$ cat src/rtl/tcd_pkg.sv
package tcd_pkg;

    localparam int TOKEN_CAP   = 32;
    localparam int KEY_LEN     = 16;
    localparam int TEXT_LEN    = 16;
    localparam int SLOT_COUNT  = 3;
    localparam int STORE_DEPTH = SLOT_COUNT * TOKEN_CAP;
    localparam int ADDR_W      = $clog2(STORE_DEPTH);
    localparam int LEN_W       = $clog2(TOKEN_CAP);
    localparam int SLOT_W      = 2;
    localparam int KW_COUNT    = 57;
    localparam int FLAG_COUNT  = 6;
    localparam int KW_TEXT_W   = 80;
    localparam int NUM_W       = 32;

    localparam logic [7:0] CH_SPACE = 8'h20;
    localparam logic [7:0] CH_TAB   = 8'h09;
    localparam logic [7:0] CH_CR    = 8'h0d;
    localparam logic [7:0] CH_LF    = 8'h0a;
    localparam logic [7:0] CH_LO_A  = 8'h61;
    localparam logic [7:0] CH_LO_Z  = 8'h7a;
    localparam logic [7:0] CH_CASE  = 8'h20;
    localparam logic [7:0] CH_ZERO  = 8'h30;
    localparam logic [7:0] CH_NINE  = 8'h39;
    localparam logic [7:0] CH_MINUS = 8'h2d;
    localparam logic [7:0] CH_PLUS  = 8'h2b;
    localparam logic [7:0] CH_X     = 8'h58;

    typedef enum logic [5:0] {
        CMD_NONE, CMD_UNKNOWN, CMD_STATUS, CMD_SAFETY, CMD_CONFIG, CMD_SET, CMD_SAVE,
        CMD_RESETCFG, CMD_REBOOT, CMD_BOOTLOADER, CMD_BOOT, CMD_ENABLE, CMD_DISABLE,
        CMD_HOLD, CMD_DRIVER, CMD_IRUN, CMD_IHOLD, CMD_IHOLDDELAY, CMD_SGTHRS,
        CMD_MOVEABS, CMD_MOVEREL, CMD_SETPOS, CMD_CYCLE, CMD_PRESSPOS, CMD_SIMLOAD,
        CMD_SIMTHRESH, CMD_SIMMECH, CMD_SIMSTALL, CMD_SIMCLEAR, CMD_TARE,
        CMD_PANELPINS, CMD_HOME, CMD_STOP, CMD_BACKOFF, CMD_HELP
    } cmd_t;

    typedef enum logic [2:0] {
        ARG_NONE, ARG_I32, ARG_U32, ARG_BOOL, ARG_AXIS, ARG_KEY, ARG_PAIR
    } arg_t;

    typedef enum logic [1:0] {
        RK_SUMMARY, RK_KEY, RK_TEXT
    } rkind_t;

    typedef enum logic [2:0] {
        ST_IDLE, ST_DECODE, ST_KEY_RD, ST_KEY_WR, ST_TEXT_RD, ST_TEXT_WR
    } seq_state_t;

    typedef struct packed {
        logic [KW_TEXT_W-1:0] text;
        logic [3:0]           len;
        cmd_t                 cmd;
        arg_t                 arg;
        logic                 mm;
    } kw_t;

    // token scanner status handed to the sequencer
    typedef struct packed {
        logic [SLOT_COUNT-1:0][LEN_W-1:0] len;
        logic             kw_found;
        logic [5:0]       kw_cmd;
        logic [2:0]       kw_arg;
        logic             kw_mm;
        logic             flag_on;
        logic             flag_off;
        logic [7:0]       c0;
        logic [7:0]       c1;
        logic [NUM_W-1:0] acc0;
        logic [NUM_W-1:0] acc1;
        logic [NUM_W-1:0] acc2;
        logic             ok0;
        logic             ok1;
        logic             ok2;
    } scan_status_t;

    function automatic kw_t kw_entry(int i);
        case (i)
            0:  return '{"STATUS",     4'd6,  CMD_STATUS,     ARG_NONE, 1'b0};
            1:  return '{"M114",       4'd4,  CMD_STATUS,     ARG_NONE, 1'b0};
            2:  return '{"M119",       4'd4,  CMD_STATUS,     ARG_NONE, 1'b0};
            3:  return '{"SAFETY",     4'd6,  CMD_SAFETY,     ARG_NONE, 1'b0};
            4:  return '{"M122",       4'd4,  CMD_SAFETY,     ARG_NONE, 1'b0};
            5:  return '{"CONFIG",     4'd6,  CMD_CONFIG,     ARG_KEY,  1'b0};
            6:  return '{"CFG",        4'd3,  CMD_CONFIG,     ARG_KEY,  1'b0};
            7:  return '{"SET",        4'd3,  CMD_SET,        ARG_PAIR, 1'b0};
            8:  return '{"SAVE",       4'd4,  CMD_SAVE,       ARG_NONE, 1'b0};
            9:  return '{"SAVECFG",    4'd7,  CMD_SAVE,       ARG_NONE, 1'b0};
            10: return '{"RESETCFG",   4'd8,  CMD_RESETCFG,   ARG_NONE, 1'b0};
            11: return '{"DEFAULTCFG", 4'd10, CMD_RESETCFG,   ARG_NONE, 1'b0};
            12: return '{"REBOOT",     4'd6,  CMD_REBOOT,     ARG_NONE, 1'b0};
            13: return '{"RESET",      4'd5,  CMD_REBOOT,     ARG_NONE, 1'b0};
            14: return '{"BOOTLOADER", 4'd10, CMD_BOOTLOADER, ARG_NONE, 1'b0};
            15: return '{"RECOVERY",   4'd8,  CMD_BOOTLOADER, ARG_NONE, 1'b0};
            16: return '{"BOOT",       4'd4,  CMD_BOOT,       ARG_NONE, 1'b0};
            17: return '{"START",      4'd5,  CMD_BOOT,       ARG_NONE, 1'b0};
            18: return '{"ENABLE",     4'd6,  CMD_ENABLE,     ARG_NONE, 1'b0};
            19: return '{"M17",        4'd3,  CMD_ENABLE,     ARG_NONE, 1'b0};
            20: return '{"DISABLE",    4'd7,  CMD_DISABLE,    ARG_NONE, 1'b0};
            21: return '{"M18",        4'd3,  CMD_DISABLE,    ARG_NONE, 1'b0};
            22: return '{"M84",        4'd3,  CMD_DISABLE,    ARG_NONE, 1'b0};
            23: return '{"HOLD",       4'd4,  CMD_HOLD,       ARG_BOOL, 1'b0};
            24: return '{"DRIVER",     4'd6,  CMD_DRIVER,     ARG_NONE, 1'b0};
            // short driver alias
            25: return '{80'h544d43,   4'd3,  CMD_DRIVER,     ARG_NONE, 1'b0};
            26: return '{"IRUN",       4'd4,  CMD_IRUN,       ARG_I32,  1'b0};
            27: return '{"IHOLD",      4'd5,  CMD_IHOLD,      ARG_I32,  1'b0};
            28: return '{"IHOLDDELAY", 4'd10, CMD_IHOLDDELAY, ARG_I32,  1'b0};
            29: return '{"IHOLDD",     4'd6,  CMD_IHOLDDELAY, ARG_I32,  1'b0};
            30: return '{"SGTHRS",     4'd6,  CMD_SGTHRS,     ARG_I32,  1'b0};
            31: return '{"MOVEABS",    4'd7,  CMD_MOVEABS,    ARG_AXIS, 1'b0};
            32: return '{"G0",         4'd2,  CMD_MOVEABS,    ARG_AXIS, 1'b1};
            33: return '{"G1",         4'd2,  CMD_MOVEABS,    ARG_AXIS, 1'b1};
            34: return '{"MOVEREL",    4'd7,  CMD_MOVEREL,    ARG_I32,  1'b0};
            35: return '{"JOG",        4'd3,  CMD_MOVEREL,    ARG_I32,  1'b0};
            36: return '{"SETPOS",     4'd6,  CMD_SETPOS,     ARG_I32,  1'b0};
            37: return '{"CYCLE",      4'd5,  CMD_CYCLE,      ARG_I32,  1'b0};
            38: return '{"PRESSPOS",   4'd8,  CMD_PRESSPOS,   ARG_I32,  1'b0};
            39: return '{"SIMLOAD",    4'd7,  CMD_SIMLOAD,    ARG_U32,  1'b0};
            40: return '{"SIMRAW",     4'd6,  CMD_SIMLOAD,    ARG_U32,  1'b0};
            41: return '{"SIMTHRESH",  4'd9,  CMD_SIMTHRESH,  ARG_U32,  1'b0};
            42: return '{"LOADTHRESH", 4'd10, CMD_SIMTHRESH,  ARG_U32,  1'b0};
            43: return '{"SIMMECH",    4'd7,  CMD_SIMMECH,    ARG_BOOL, 1'b0};
            44: return '{"SIMSTALL",   4'd8,  CMD_SIMSTALL,   ARG_BOOL, 1'b0};
            45: return '{"SIMCLEAR",   4'd8,  CMD_SIMCLEAR,   ARG_NONE, 1'b0};
            46: return '{"ZERO",       4'd4,  CMD_TARE,       ARG_NONE, 1'b0};
            47: return '{"TARE",       4'd4,  CMD_TARE,       ARG_NONE, 1'b0};
            48: return '{"PANELPINS",  4'd9,  CMD_PANELPINS,  ARG_NONE, 1'b0};
            49: return '{"PANEL",      4'd5,  CMD_PANELPINS,  ARG_NONE, 1'b0};
            50: return '{"HOME",       4'd4,  CMD_HOME,       ARG_NONE, 1'b0};
            51: return '{"G28",        4'd3,  CMD_HOME,       ARG_NONE, 1'b0};
            52: return '{"STOP",       4'd4,  CMD_STOP,       ARG_NONE, 1'b0};
            53: return '{"M112",       4'd4,  CMD_STOP,       ARG_NONE, 1'b0};
            54: return '{"BACKOFF",    4'd7,  CMD_BACKOFF,    ARG_NONE, 1'b0};
            55: return '{"HELP",       4'd4,  CMD_HELP,       ARG_NONE, 1'b0};
            default: return '{"?",     4'd1,  CMD_HELP,       ARG_NONE, 1'b0};
        endcase
    endfunction

    // boolean words, value carried in mm
    function automatic kw_t flag_entry(int i);
        case (i)
            0:  return '{"1",     4'd1, CMD_NONE, ARG_NONE, 1'b1};
            1:  return '{"ON",    4'd2, CMD_NONE, ARG_NONE, 1'b1};
            2:  return '{"TRUE",  4'd4, CMD_NONE, ARG_NONE, 1'b1};
            3:  return '{"0",     4'd1, CMD_NONE, ARG_NONE, 1'b0};
            4:  return '{"OFF",   4'd3, CMD_NONE, ARG_NONE, 1'b0};
            default: return '{"FALSE", 4'd5, CMD_NONE, ARG_NONE, 1'b0};
        endcase
    endfunction

    // character of a word at a position, zero past its end
    function automatic logic [7:0] kw_char(kw_t e, logic [LEN_W-1:0] pos);
        int sh_n;
        logic [KW_TEXT_W-1:0] w;
        sh_n = (int'(e.len) - 1 - int'(pos)) * 8;
        if (int'(pos) >= int'(e.len)) begin
            return 8'h00;
        end
        w = e.text >> sh_n;
        return w[7:0];
    endfunction

endpackage

$ cat src/rtl/tcd_token_mem.sv
module tcd_token_mem (
    input  logic                      clk,
    input  logic                      wr_en,
    input  logic [tcd_pkg::ADDR_W-1:0] wr_addr,
    input  logic [7:0]                wr_data,
    input  logic                      rd_en,
    input  logic [tcd_pkg::ADDR_W-1:0] rd_addr,
    output logic [7:0]                rd_data
);

    logic [7:0] mem [tcd_pkg::STORE_DEPTH];

    always_ff @(posedge clk) begin
        if (wr_en) begin
            mem[wr_addr] <= wr_data;
        end
        if (rd_en) begin
            rd_data <= mem[rd_addr];
        end
    end

endmodule

$ cat src/rtl/tcd_scan.sv
module tcd_scan (
    input  logic                       clk,
    input  logic                       rstn,
    input  logic                       wr,
    input  logic [7:0]                 wr_byte,
    input  logic                       clear,
    output logic                       mem_we,
    output logic [tcd_pkg::ADDR_W-1:0] mem_addr,
    output logic [7:0]                 mem_data,
    output tcd_pkg::scan_status_t      status
);

    localparam int LW = tcd_pkg::LEN_W;
    localparam int NW = tcd_pkg::NUM_W;
    localparam logic [tcd_pkg::SLOT_W-1:0] SLOT_FULL = tcd_pkg::SLOT_W'(tcd_pkg::SLOT_COUNT);

    logic [tcd_pkg::SLOT_W-1:0] slot_reg, slot_next;
    logic [LW-1:0] len_reg  [tcd_pkg::SLOT_COUNT];
    logic [LW-1:0] len_next [tcd_pkg::SLOT_COUNT];
    logic [tcd_pkg::KW_COUNT-1:0]   kw_match_reg, kw_match_next;
    logic [tcd_pkg::FLAG_COUNT-1:0] fl_match_reg, fl_match_next;
    logic [7:0] c0_reg, c0_next, c1_reg, c1_next;
    logic [NW-1:0] acc0_reg, acc0_next, acc1_reg, acc1_next, acc2_reg, acc2_next;
    logic ok0_reg, ok0_next, ok1_reg, ok1_next, ok2_reg, ok2_next;

    logic [7:0]    ch;
    logic          is_ws, is_dig, active;
    logic [LW-1:0] cur_len, len_inc;
    logic [NW-1:0] dig;

    always_comb begin
        ch = wr_byte;
        if (wr_byte >= tcd_pkg::CH_LO_A && wr_byte <= tcd_pkg::CH_LO_Z) begin
            ch = wr_byte - tcd_pkg::CH_CASE;
        end
        is_ws = (wr_byte == tcd_pkg::CH_SPACE) || (wr_byte == tcd_pkg::CH_TAB) ||
                (wr_byte == tcd_pkg::CH_CR) || (wr_byte == tcd_pkg::CH_LF);
        is_dig  = (ch >= tcd_pkg::CH_ZERO) && (ch <= tcd_pkg::CH_NINE);
        dig     = NW'(ch - tcd_pkg::CH_ZERO);
        active  = wr && (slot_reg != SLOT_FULL);
        cur_len = (slot_reg == SLOT_FULL) ? '0 : len_reg[slot_reg];
        len_inc = cur_len + LW'(1);
    end

    assign mem_we   = active && !is_ws;
    assign mem_addr = tcd_pkg::ADDR_W'(slot_reg) * tcd_pkg::ADDR_W'(tcd_pkg::TOKEN_CAP)
                      + tcd_pkg::ADDR_W'(cur_len);
    assign mem_data = ch;

    always_comb begin
        slot_next     = slot_reg;
        len_next      = len_reg;
        kw_match_next = kw_match_reg;
        fl_match_next = fl_match_reg;
        c0_next       = c0_reg;
        c1_next       = c1_reg;
        acc0_next     = acc0_reg;
        acc1_next     = acc1_reg;
        acc2_next     = acc2_reg;
        ok0_next      = ok0_reg;
        ok1_next      = ok1_reg;
        ok2_next      = ok2_reg;
        if (clear) begin
            slot_next     = '0;
            for (int s = 0; s < tcd_pkg::SLOT_COUNT; s++) begin
                len_next[s] = '0;
            end
            kw_match_next = '1;
            fl_match_next = '1;
            acc0_next     = '0;
            acc1_next     = '0;
            acc2_next     = '0;
            ok0_next      = 1'b1;
            ok1_next      = 1'b1;
            ok2_next      = 1'b1;
        end else if (active) begin
            if (is_ws) begin
                if (cur_len != '0) begin
                    slot_next = slot_reg + tcd_pkg::SLOT_W'(1);
                end
            end else begin
                len_next[slot_reg] = len_inc;
                // a full token spills into the next slot
                if (len_inc >= LW'(tcd_pkg::TOKEN_CAP - 1)) begin
                    slot_next = slot_reg + tcd_pkg::SLOT_W'(1);
                end
                if (slot_reg == tcd_pkg::SLOT_W'(0)) begin
                    for (int i = 0; i < tcd_pkg::KW_COUNT; i++) begin
                        kw_match_next[i] = kw_match_reg[i] &&
                            (ch == tcd_pkg::kw_char(tcd_pkg::kw_entry(i), cur_len));
                    end
                end
                if (slot_reg == tcd_pkg::SLOT_W'(1)) begin
                    for (int i = 0; i < tcd_pkg::FLAG_COUNT; i++) begin
                        fl_match_next[i] = fl_match_reg[i] &&
                            (ch == tcd_pkg::kw_char(tcd_pkg::flag_entry(i), cur_len));
                    end
                    if (cur_len == LW'(0)) begin
                        c0_next = ch;
                    end
                    if (cur_len == LW'(1)) begin
                        c1_next = ch;
                    end
                    // digit runs starting at positions zero, one and two
                    ok0_next  = ok0_reg && is_dig;
                    acc0_next = (acc0_reg << 3) + (acc0_reg << 1) + dig;
                    if (cur_len >= LW'(1)) begin
                        ok1_next  = ok1_reg && is_dig;
                        acc1_next = (acc1_reg << 3) + (acc1_reg << 1) + dig;
                    end
                    if (cur_len >= LW'(2)) begin
                        ok2_next  = ok2_reg && is_dig;
                        acc2_next = (acc2_reg << 3) + (acc2_reg << 1) + dig;
                    end
                end
            end
        end
    end

    always_ff @(posedge clk) begin
        if (!rstn) begin
            slot_reg     <= '0;
            for (int s = 0; s < tcd_pkg::SLOT_COUNT; s++) begin
                len_reg[s] <= '0;
            end
            kw_match_reg <= '1;
            fl_match_reg <= '1;
            acc0_reg     <= '0;
            acc1_reg     <= '0;
            acc2_reg     <= '0;
            ok0_reg      <= 1'b1;
            ok1_reg      <= 1'b1;
            ok2_reg      <= 1'b1;
        end else begin
            slot_reg     <= slot_next;
            len_reg      <= len_next;
            kw_match_reg <= kw_match_next;
            fl_match_reg <= fl_match_next;
            acc0_reg     <= acc0_next;
            acc1_reg     <= acc1_next;
            acc2_reg     <= acc2_next;
            ok0_reg      <= ok0_next;
            ok1_reg      <= ok1_next;
            ok2_reg      <= ok2_next;
        end
        c0_reg <= c0_next;
        c1_reg <= c1_next;
    end

    always_comb begin
        status          = '0;
        for (int s = 0; s < tcd_pkg::SLOT_COUNT; s++) begin
            status.len[s] = len_reg[s];
        end
        for (int i = 0; i < tcd_pkg::KW_COUNT; i++) begin
            if (kw_match_reg[i] && (len_reg[0] == LW'(tcd_pkg::kw_entry(i).len))) begin
                status.kw_found = 1'b1;
                status.kw_cmd   = status.kw_cmd | tcd_pkg::kw_entry(i).cmd;
                status.kw_arg   = status.kw_arg | tcd_pkg::kw_entry(i).arg;
                status.kw_mm    = status.kw_mm | tcd_pkg::kw_entry(i).mm;
            end
        end
        for (int i = 0; i < tcd_pkg::FLAG_COUNT; i++) begin
            if (fl_match_reg[i] && (len_reg[1] == LW'(tcd_pkg::flag_entry(i).len))) begin
                if (tcd_pkg::flag_entry(i).mm) begin
                    status.flag_on = 1'b1;
                end else begin
                    status.flag_off = 1'b1;
                end
            end
        end
        status.c0   = c0_reg;
        status.c1   = c1_reg;
        status.acc0 = acc0_reg;
        status.acc1 = acc1_reg;
        status.acc2 = acc2_reg;
        status.ok0  = ok0_reg;
        status.ok1  = ok1_reg;
        status.ok2  = ok2_reg;
    end

endmodule

$ cat src/rtl/tcd_seq.sv
module tcd_seq (
    input  logic                       clk,
    input  logic                       rstn,
    input  logic                       term,
    input  tcd_pkg::scan_status_t      status,
    input  logic [7:0]                 rd_data,
    input  logic                       out_ready,
    output logic                       in_ready,
    output logic                       clear,
    output logic                       rd_en,
    output logic [tcd_pkg::ADDR_W-1:0] rd_addr,
    output logic                       out_valid,
    output logic [1:0]                 out_kind,
    output logic [5:0]                 out_cmd,
    output logic                       out_hasn,
    output logic [tcd_pkg::NUM_W-1:0]  out_num,
    output logic                       out_mm,
    output logic [7:0]                 out_char,
    output logic                       out_last
);

    localparam int LW = tcd_pkg::LEN_W;
    localparam int NW = tcd_pkg::NUM_W;
    localparam int AW = tcd_pkg::ADDR_W;

    tcd_pkg::seq_state_t state_reg, state_next;
    logic [5:0]    cmd_reg, cmd_next;
    logic [LW-1:0] key_n_reg, key_n_next, text_n_reg, text_n_next, idx_reg, idx_next;
    logic          valid_reg, valid_next;
    logic [1:0]    kind_reg, kind_next;
    logic [5:0]    ocmd_reg, ocmd_next;
    logic          hasn_reg, hasn_next, mm_reg, mm_next, last_reg, last_next;
    logic [NW-1:0] num_reg, num_next;
    logic [7:0]    char_reg, char_next;

    logic          out_free, key_last, text_last;
    logic [5:0]    d_cmd;
    logic          d_hasn, d_mm, d_ok, s_ok, s_neg, a_ok, a_neg;
    logic [NW-1:0] d_num, s_mag, a_mag, d_mag;
    logic          d_neg;
    logic [LW-1:0] d_key_n, d_text_n, len1_cap, len2_cap;

    assign out_free  = !valid_reg || out_ready;
    assign key_last  = (idx_reg == key_n_reg - LW'(1));
    assign text_last = (idx_reg == text_n_reg - LW'(1));

    // argument decode from the scanner status
    always_comb begin
        len1_cap = (status.len[1] < LW'(tcd_pkg::KEY_LEN)) ? status.len[1]
                                                          : LW'(tcd_pkg::KEY_LEN);
        len2_cap = (status.len[2] < LW'(tcd_pkg::TEXT_LEN)) ? status.len[2]
                                                           : LW'(tcd_pkg::TEXT_LEN);
        if (status.len[1] >= LW'(1) &&
            (status.c0 == tcd_pkg::CH_MINUS || status.c0 == tcd_pkg::CH_PLUS)) begin
            s_ok  = (status.len[1] >= LW'(2)) && status.ok1;
            s_mag = status.acc1;
            s_neg = (status.c0 == tcd_pkg::CH_MINUS);
        end else begin
            s_ok  = (status.len[1] >= LW'(1)) && status.ok0;
            s_mag = status.acc0;
            s_neg = 1'b0;
        end
        // axis letter ahead of the value
        if (status.len[1] >= LW'(2) && status.c0 == tcd_pkg::CH_X) begin
            if (status.c1 == tcd_pkg::CH_MINUS || status.c1 == tcd_pkg::CH_PLUS) begin
                a_ok  = (status.len[1] >= LW'(3)) && status.ok2;
                a_mag = status.acc2;
                a_neg = (status.c1 == tcd_pkg::CH_MINUS);
            end else begin
                a_ok  = status.ok1;
                a_mag = status.acc1;
                a_neg = 1'b0;
            end
        end else begin
            a_ok  = s_ok;
            a_mag = s_mag;
            a_neg = s_neg;
        end

        d_cmd    = tcd_pkg::CMD_NONE;
        d_hasn   = 1'b0;
        d_mm     = 1'b0;
        d_ok     = 1'b1;
        d_mag    = '0;
        d_neg    = 1'b0;
        d_key_n  = '0;
        d_text_n = '0;
        if (status.len[0] != '0) begin
            d_cmd = tcd_pkg::CMD_UNKNOWN;
            if (status.kw_found) begin
                d_cmd = status.kw_cmd;
                d_mm  = status.kw_mm;
                case (tcd_pkg::arg_t'(status.kw_arg))
                    tcd_pkg::ARG_I32: begin
                        d_ok = s_ok; d_mag = s_mag; d_neg = s_neg; d_hasn = s_ok;
                    end
                    tcd_pkg::ARG_U32: begin
                        d_ok   = (status.len[1] >= LW'(1)) && status.ok0;
                        d_mag  = status.acc0;
                        d_hasn = d_ok;
                    end
                    tcd_pkg::ARG_BOOL: begin
                        d_ok   = status.flag_on || status.flag_off;
                        d_mag  = NW'(status.flag_on);
                        d_hasn = d_ok;
                    end
                    tcd_pkg::ARG_AXIS: begin
                        d_ok = a_ok; d_mag = a_mag; d_neg = a_neg; d_hasn = a_ok;
                    end
                    tcd_pkg::ARG_KEY: begin
                        d_key_n = len1_cap;
                    end
                    tcd_pkg::ARG_PAIR: begin
                        if (status.len[1] != '0 && status.len[2] != '0) begin
                            d_key_n  = len1_cap;
                            d_text_n = len2_cap;
                        end else begin
                            d_ok = 1'b0;
                        end
                    end
                    default: begin
                    end
                endcase
            end
            if (!d_ok) begin
                d_cmd = tcd_pkg::CMD_UNKNOWN;
                d_mag = '0;
                d_mm  = 1'b0;
            end
        end
        d_num = d_neg ? (NW'(0) - d_mag) : d_mag;
    end

    // next state
    always_comb begin
        state_next = state_reg;
        case (state_reg)
            tcd_pkg::ST_IDLE: begin
                if (term) begin
                    state_next = tcd_pkg::ST_DECODE;
                end
            end
            tcd_pkg::ST_DECODE: begin
                if (out_free) begin
                    if (d_key_n != '0) begin
                        state_next = tcd_pkg::ST_KEY_RD;
                    end else if (d_text_n != '0) begin
                        state_next = tcd_pkg::ST_TEXT_RD;
                    end else begin
                        state_next = tcd_pkg::ST_IDLE;
                    end
                end
            end
            tcd_pkg::ST_KEY_RD: begin
                state_next = tcd_pkg::ST_KEY_WR;
            end
            tcd_pkg::ST_KEY_WR: begin
                if (out_free) begin
                    if (!key_last) begin
                        state_next = tcd_pkg::ST_KEY_RD;
                    end else if (text_n_reg != '0) begin
                        state_next = tcd_pkg::ST_TEXT_RD;
                    end else begin
                        state_next = tcd_pkg::ST_IDLE;
                    end
                end
            end
            tcd_pkg::ST_TEXT_RD: begin
                state_next = tcd_pkg::ST_TEXT_WR;
            end
            tcd_pkg::ST_TEXT_WR: begin
                if (out_free) begin
                    if (!text_last) begin
                        state_next = tcd_pkg::ST_TEXT_RD;
                    end else begin
                        state_next = tcd_pkg::ST_IDLE;
                    end
                end
            end
            default: begin
                state_next = tcd_pkg::ST_IDLE;
            end
        endcase
    end

    // datapath and outputs
    always_comb begin
        in_ready    = (state_reg == tcd_pkg::ST_IDLE);
        clear       = 1'b0;
        rd_en       = 1'b0;
        rd_addr     = AW'(tcd_pkg::TOKEN_CAP) + AW'(idx_reg);
        cmd_next    = cmd_reg;
        key_n_next  = key_n_reg;
        text_n_next = text_n_reg;
        idx_next    = idx_reg;
        valid_next  = valid_reg && !out_ready;
        kind_next   = kind_reg;
        ocmd_next   = ocmd_reg;
        hasn_next   = hasn_reg;
        num_next    = num_reg;
        mm_next     = mm_reg;
        char_next   = char_reg;
        last_next   = last_reg;
        case (state_reg)
            tcd_pkg::ST_DECODE: begin
                if (out_free) begin
                    cmd_next    = d_cmd;
                    key_n_next  = d_key_n;
                    text_n_next = d_text_n;
                    idx_next    = '0;
                    valid_next  = 1'b1;
                    kind_next   = tcd_pkg::RK_SUMMARY;
                    ocmd_next   = d_cmd;
                    hasn_next   = d_hasn;
                    num_next    = d_num;
                    mm_next     = d_mm;
                    char_next   = '0;
                    last_next   = (d_key_n == '0) && (d_text_n == '0);
                    clear       = last_next;
                end
            end
            tcd_pkg::ST_KEY_RD: begin
                rd_en = 1'b1;
            end
            tcd_pkg::ST_TEXT_RD: begin
                rd_en   = 1'b1;
                rd_addr = AW'(2 * tcd_pkg::TOKEN_CAP) + AW'(idx_reg);
            end
            tcd_pkg::ST_KEY_WR, tcd_pkg::ST_TEXT_WR: begin
                if (out_free) begin
                    valid_next = 1'b1;
                    ocmd_next  = cmd_reg;
                    hasn_next  = 1'b0;
                    num_next   = '0;
                    mm_next    = 1'b0;
                    char_next  = rd_data;
                    if (state_reg == tcd_pkg::ST_KEY_WR) begin
                        kind_next = tcd_pkg::RK_KEY;
                        last_next = key_last && (text_n_reg == '0);
                        idx_next  = key_last ? '0 : idx_reg + LW'(1);
                    end else begin
                        kind_next = tcd_pkg::RK_TEXT;
                        last_next = text_last;
                        idx_next  = idx_reg + LW'(1);
                    end
                    clear = last_next;
                end
            end
            default: begin
            end
        endcase
    end

    always_ff @(posedge clk) begin
        if (!rstn) begin
            state_reg <= tcd_pkg::ST_IDLE;
            valid_reg <= 1'b0;
        end else begin
            state_reg <= state_next;
            valid_reg <= valid_next;
        end
        cmd_reg    <= cmd_next;
        key_n_reg  <= key_n_next;
        text_n_reg <= text_n_next;
        idx_reg    <= idx_next;
        kind_reg   <= kind_next;
        ocmd_reg   <= ocmd_next;
        hasn_reg   <= hasn_next;
        num_reg    <= num_next;
        mm_reg     <= mm_next;
        char_reg   <= char_next;
        last_reg   <= last_next;
    end

    assign out_valid = valid_reg;
    assign out_kind  = kind_reg;
    assign out_cmd   = ocmd_reg;
    assign out_hasn  = hasn_reg;
    assign out_num   = num_reg;
    assign out_mm    = mm_reg;
    assign out_char  = char_reg;
    assign out_last  = last_reg;

endmodule

$ cat src/rtl/text_command_line_decoder.sv
// channel | dir | tdata (low bit first)                              | tuser       | tlast
// s_      | in  | text byte [7:0]                                    | -           | -
// m_      | out | command kind, has number, number, unit mm, char    | result kind | final
//
// an ordinary byte other than white space is written into the token memory while a slot is free
// a zero byte starts a decode state that emits the summary, then a read and a write state for
// each key or value character, the read going through the registered token memory
// reset is synchronous on aresetn low and leaves an empty line
// a stalled result holds the sequencer; s_tready stays low until the line is done
module text_command_line_decoder (
    input  logic        aclk,
    input  logic        aresetn,
    input  logic        s_tvalid,
    output logic        s_tready,
    input  logic [7:0]  s_tdata,   // text_byte
    output logic        m_tvalid,
    input  logic        m_tready,
    output logic [47:0] m_tdata,   // command_kind, has_number, number, unit_mm, char_out
    output logic [1:0]  m_tuser,   // result_kind
    output logic        m_tlast    // final_result
);

    logic                       in_acc, wr, term, clear, mem_we, rd_en;
    logic [tcd_pkg::ADDR_W-1:0] mem_addr, rd_addr;
    logic [7:0]                 mem_data, rd_data, out_char;
    tcd_pkg::scan_status_t      status;
    logic [5:0]                 out_cmd;
    logic                       out_hasn, out_mm;
    logic [tcd_pkg::NUM_W-1:0]  out_num;

    assign in_acc = s_tvalid && s_tready;
    assign wr     = in_acc && (s_tdata != 8'h00);
    assign term   = in_acc && (s_tdata == 8'h00);

    tcd_scan u_scan (
        .clk      (aclk),
        .rstn     (aresetn),
        .wr       (wr),
        .wr_byte  (s_tdata),
        .clear    (clear),
        .mem_we   (mem_we),
        .mem_addr (mem_addr),
        .mem_data (mem_data),
        .status   (status)
    );

    tcd_token_mem u_mem (
        .clk     (aclk),
        .wr_en   (mem_we),
        .wr_addr (mem_addr),
        .wr_data (mem_data),
        .rd_en   (rd_en),
        .rd_addr (rd_addr),
        .rd_data (rd_data)
    );

    tcd_seq u_seq (
        .clk       (aclk),
        .rstn      (aresetn),
        .term      (term),
        .status    (status),
        .rd_data   (rd_data),
        .out_ready (m_tready),
        .in_ready  (s_tready),
        .clear     (clear),
        .rd_en     (rd_en),
        .rd_addr   (rd_addr),
        .out_valid (m_tvalid),
        .out_kind  (m_tuser),
        .out_cmd   (out_cmd),
        .out_hasn  (out_hasn),
        .out_num   (out_num),
        .out_mm    (out_mm),
        .out_char  (out_char),
        .out_last  (m_tlast)
    );

    assign m_tdata = {out_char, out_mm, out_num, out_hasn, out_cmd};

endmodule

$ cat config.mk
export PLATFORM = sky130hd
export DESIGN_NAME = text_command_line_decoder
export DESIGN_NICKNAME = d
export VERILOG_FILES = /design/src/rtl/tcd_pkg.sv /design/src/rtl/tcd_token_mem.sv /design/src/rtl/tcd_scan.sv /design/src/rtl/tcd_seq.sv /design/src/rtl/text_command_line_decoder.sv
export SDC_FILE = /design/constraint.sdc
export NUM_CORES = 2
export LEC_CHECK = 0
export BUFFER_PORTS_ARGS = -buffer_cell sky130_fd_sc_hd__buf_4
export CAP_MARGIN = 20
export CORE_ASPECT_RATIO = 1.5
export CORE_MARGIN = 5
export CORE_UTILIZATION = 60
export CTS_BUF_LIST = sky130_fd_sc_hd__clkbuf_4 sky130_fd_sc_hd__clkbuf_8
export DETAILED_ROUTE_END_ITERATION = 6
export PLACE_DENSITY = 0.77
export REMOVE_ABC_BUFFERS = 1
export SLEW_MARGIN = 20
export SYNTH_ARGS = -nofsm -noshare
export SYNTH_HDL_FRONTEND = slang
export SYNTH_SLANG_ARGS = --single-unit
$ cat constraint.sdc
create_clock -name aclk -period 14.56 [get_ports aclk]
set_clock_uncertainty 0.1 [all_clocks]
set_input_delay 2.912 -clock aclk [delete_from_list [all_inputs] [get_ports aclk]]
set_output_delay 2.912 -clock aclk [all_outputs]
set_load 0.1 [all_outputs]
==> run summary <==
The run finished, with violations left. The checks that failed: design-rule violations. Counting the fill cells in the layout gives 5830. The startpoint identified for the worst register-to-register timing path is u_scan.slot_reg[1]. The number of pins exceeding their max-slew limit in the final report was 0. The largest fanout on the critical path is 47. The global-route wire length before repair is 214 mm. The setup fix buffers added after clock tree synthesis is 0.

The type of origin of the critical path is an input port. The hold-critical path depth is 2. The buffer depth of the longest clock path is 3. The buffer type at the clock tree root is sky130_fd_sc_hd__clkbuf_8. The die covers 82100 µm².

The library cell used most frequently in the layout, excluding fill and tap cells, is sky130_fd_sc_hd__edfxtp_1. For the worst setup path, the data arrival time is between 9 and 10 ns. The later-pin clock latency in the skew report is ~0.8 ns. The smallest clock period supported by the final layout is computed as 9.24 ns. In the final timing run, aggregate negative setup slack is 0 ns.

The critical path class is input port to flip-flop. The number of endpoints failing setup at the final stage came out at 0. The area taken by multi-input logic gates came out at 22600 µm². The final count of hold timing violations is 0. The post-detailed-routing wire length came out at 143 mm. For this block, the via count after detailed routing is 35400. The cell area after layout came out at 49900 µm². Across all register-to-register paths, the minimum setup slack is 7.73 ns. The fraction of registers with async set/reset came out at 0%. TritonCTS built the clock tree. The top cell types in the final layout, fill and taps aside, are sky130_fd_sc_hd__edfxtp_1, sky130_fd_sc_hd__nand2_1, sky130_fd_sc_hd__nor2_1, sky130_fd_sc_hd__a21oi_1, sky130_fd_sc_hd__o21ai_0. The number of primary I/O pins came out at 65. The cell area after synthesis is about 46000 µm².

The final antenna-violating net count is 0. The vertical extent of the die is 349 µm. The prevailing post-synth register cell is sky130_fd_sc_hd__edfxtp_1. The HPWL reported at the end of detailed placement is slightly above 100 mm. The fraction of layout cells with a size suffix above 1 is between 10 and 15%. The start point of the worst hold path is u_scan.kw_match_reg[16]. The net count of the finished layout is 4385. The detailed-route vias per instance came out at roughly 6.7. The total overflow left after global routing is 0. The post-cts repair resize count came out at 0. Across the VDD grid, the largest voltage drop is 0.000119 V. The via count of the first global-routing pass is 35100.

The instance count of the mapped netlist is 4152. The worst register-to-register path has a depth of 18. During placement, the flow inserted port buffers numbering 64.

Entering global routing, the biggest net connects 124 pins. The die outline width is ~240 µm. The number of violations of the max-capacitance limit is 0. The final routed DRC violation total came out at 2. The tightest slew margin relative to the limit came out at about 23%. The final weighted congestion in routability-driven placement came out at 1.03. In this run, CTS created clock tree buffers numbering 114.

The final hold slack came out at roughly 0.35 ns. The register area came out at 21900 µm². After floorplanning, the core was sized to cover roughly 76000 µm². The first-pass iteration count of the detailed router is 7. The number of warnings reported in the yosys synthesis log came out at 0. In this run, the number of DRC markers left after iteration 0 of detailed routing was 4074. The destination of the worst register-to-register timing path is u_scan.kw_match_reg[39]. The synthesis-to-layout area growth came out at 8.83%. The analysis attributes to cell leakage a power of 0.0178 µW. The number of antenna violations at the first check in global routing is 5. The top achievable clock speed is between 100 and 150 MHz. For the pin with the worst max-slew slack, the measured transition is 1.16 ns. The effective utilization at floorplan is 60.3%. The count of cell types in the netlist came out at between 100 and 150. The final critical path takes up 63.5% of the cycle. The flip-flop count of the largest register, all copies and words added is 512.

The type of the tightest min-delay check is flip-flop to flip-flop. The power density over cell area came out at 102 nW/µm². Data on the critical path is required at its endpoint by 15.09 ns. The end point of the worst hold path is u_scan.kw_match_reg[16]. The average wire per standard cell is around 27 µm. The deepest level of the CTS H-tree came out at 3. The count of flip-flops with a built-in enable after synthesis came out at 608. In the global route stage, overall resource usage came out at 34.0%.

The synthesis-stage register bit count came out at 791. The clock sink count is about 800. Clock-pin slew was measured on the worst setup and hold paths at 0.07 ns.

The fraction of the yosys area taken by sequential cells is 47.8%. The mean post-synth cell area came out at about 11 µm². The number of placement rows came out at 124. The post-place instance area is 47300 µm². Setup repair after global routing left no endpoint under its margin. The sort of element at the end of the critical path is a flip-flop. The number of hold buffers added after cts came out at 0.
-- synth_stat cells, types with 115 or more instances --
| master | count | share of area (%) |
|---|---|---|
| sky130_fd_sc_hd__a21oi_1 | 274 | 3.0 |
| sky130_fd_sc_hd__clkbuf_1 | 192 | 1.6 |
| sky130_fd_sc_hd__dfxtp_1 | 183 | 8.0 |
| sky130_fd_sc_hd__edfxtp_1 | 608 | 40 |
| sky130_fd_sc_hd__ha_1 | 129 | 3.5 |
| sky130_fd_sc_hd__mux4_2 | 168 | 8.3 |
| sky130_fd_sc_hd__nand2_1 | 459 | 3.8 |
| sky130_fd_sc_hd__nand3_1 | 115 | 1.3 |
| sky130_fd_sc_hd__nor2_1 | 334 | 2.7 |
| sky130_fd_sc_hd__nor3_1 | 117 | 1.3 |
| sky130_fd_sc_hd__o21ai_0 | 192 | 2.1 |
| sky130_fd_sc_hd__xnor2_1 | 173 | 3.3 |
-- metrics by stage --
step	util (%)	power, µW	instances	worst slack (ns)
after floorplan	-	2910	3901	1.21
after global placement	62.2	3130	5049	4.77
after detailed placement	62.2	3140	5049	4.61
after CTS	65.6	5100	5260	5.43
after global routing	65.6	5270	5262	4.86
final	65.6	5100	5265	5.32
-- where the power goes --
group / internal (µW) / switching, µW
clock network: 1090 / 903
registers: 2440 / 18.7
logic: 198 / 455
total: 3730 / 1380
-- worst max-delay path: stages --
cell and delay, ns:
sky130_fd_sc_hd__buf_4 0.22, sky130_fd_sc_hd__buf_4 0.42, sky130_fd_sc_hd__nor2_1 0.21, sky130_fd_sc_hd__and3_1 0.22
sky130_fd_sc_hd__nor4_1 0.57, sky130_fd_sc_hd__a21o_1 0.66, sky130_fd_sc_hd__nand2_1 0.22, sky130_fd_sc_hd__nor2_4 0.17
sky130_fd_sc_hd__buf_4 0.67, sky130_fd_sc_hd__fa_1 0.55, sky130_fd_sc_hd__ha_1 0.37, sky130_fd_sc_hd__a21o_1 0.21
sky130_fd_sc_hd__a21o_1 0.17, sky130_fd_sc_hd__a21oi_1 0.17, sky130_fd_sc_hd__o22ai_1 0.12, sky130_fd_sc_hd__o311ai_0 0.45
sky130_fd_sc_hd__a21oi_1 0.17, sky130_fd_sc_hd__o41a_1 0.44, sky130_fd_sc_hd__a21o_1 0.23, sky130_fd_sc_hd__o31ai_1 0.27
sky130_fd_sc_hd__nor4_1 0.07, sky130_fd_sc_hd__nand3b_1 0.18
-- worst max-delay path by stage --
stage	from	endpoint	slack [ns]	cells after the start
6_report	s_tdata[4]	u_scan.acc1_reg[29]	5.32	22
5_1_grt	s_tdata[3]	u_scan.acc1_reg[29]	4.86	24
4_1_cts	s_tdata[4]	u_scan.acc0_reg[30]	5.43	21
3_5_place_dp	s_tdata[4]	u_scan.acc0_reg[30]	4.61	21
3_3_place_gp	s_tdata[4]	u_scan.acc0_reg[30]	4.77	21
2_1_floorplan	u_seq.idx_reg[0]	u_scan.acc1_reg[27]	1.21	8
-- kinds of logic (layout without fill, tap and decap cells) --
family | Yosys count | in the layout | synth area share [%]
AOI/OAI and AO/OA | 953 | 953 | 13.6
xor gates and xnor gates | 231 | 231 | 4.41
adders and majority gates | 216 | 216 | 7.32
buffers and inverters | 370 | 470 | 3.14
DFF | 791 | 791 | 47.8
muxes | 211 | 211 | 9.23
other | 0 | 5 | 0
and+or+nand+nor | 1380 | 1380 | 14.5
-- layer usage --
layer / up-vias / wire length [µm] / GRT usage [%]
met5: - / 11 / 0
met4: 2 / 13700 / 25.8
met3: 622 / 11700 / 6.75
met2: 1968 / 70200 / 58.1
met1: 17100 / 47400 / 37.5
li1: 15700 / - / -
-- final cells by class --
type	count	share of cell area, %
inverter	119	0.895
tap	1008	2.53
timing repair buffer	140	2.13
clock buffer	145	3.74
antenna	5	0.0251
multi-input combinational	2991	45.3
clock inverter	66	1.47
sequential	791	43.9
No activity file was read; power rests on OpenSTA's default activity.
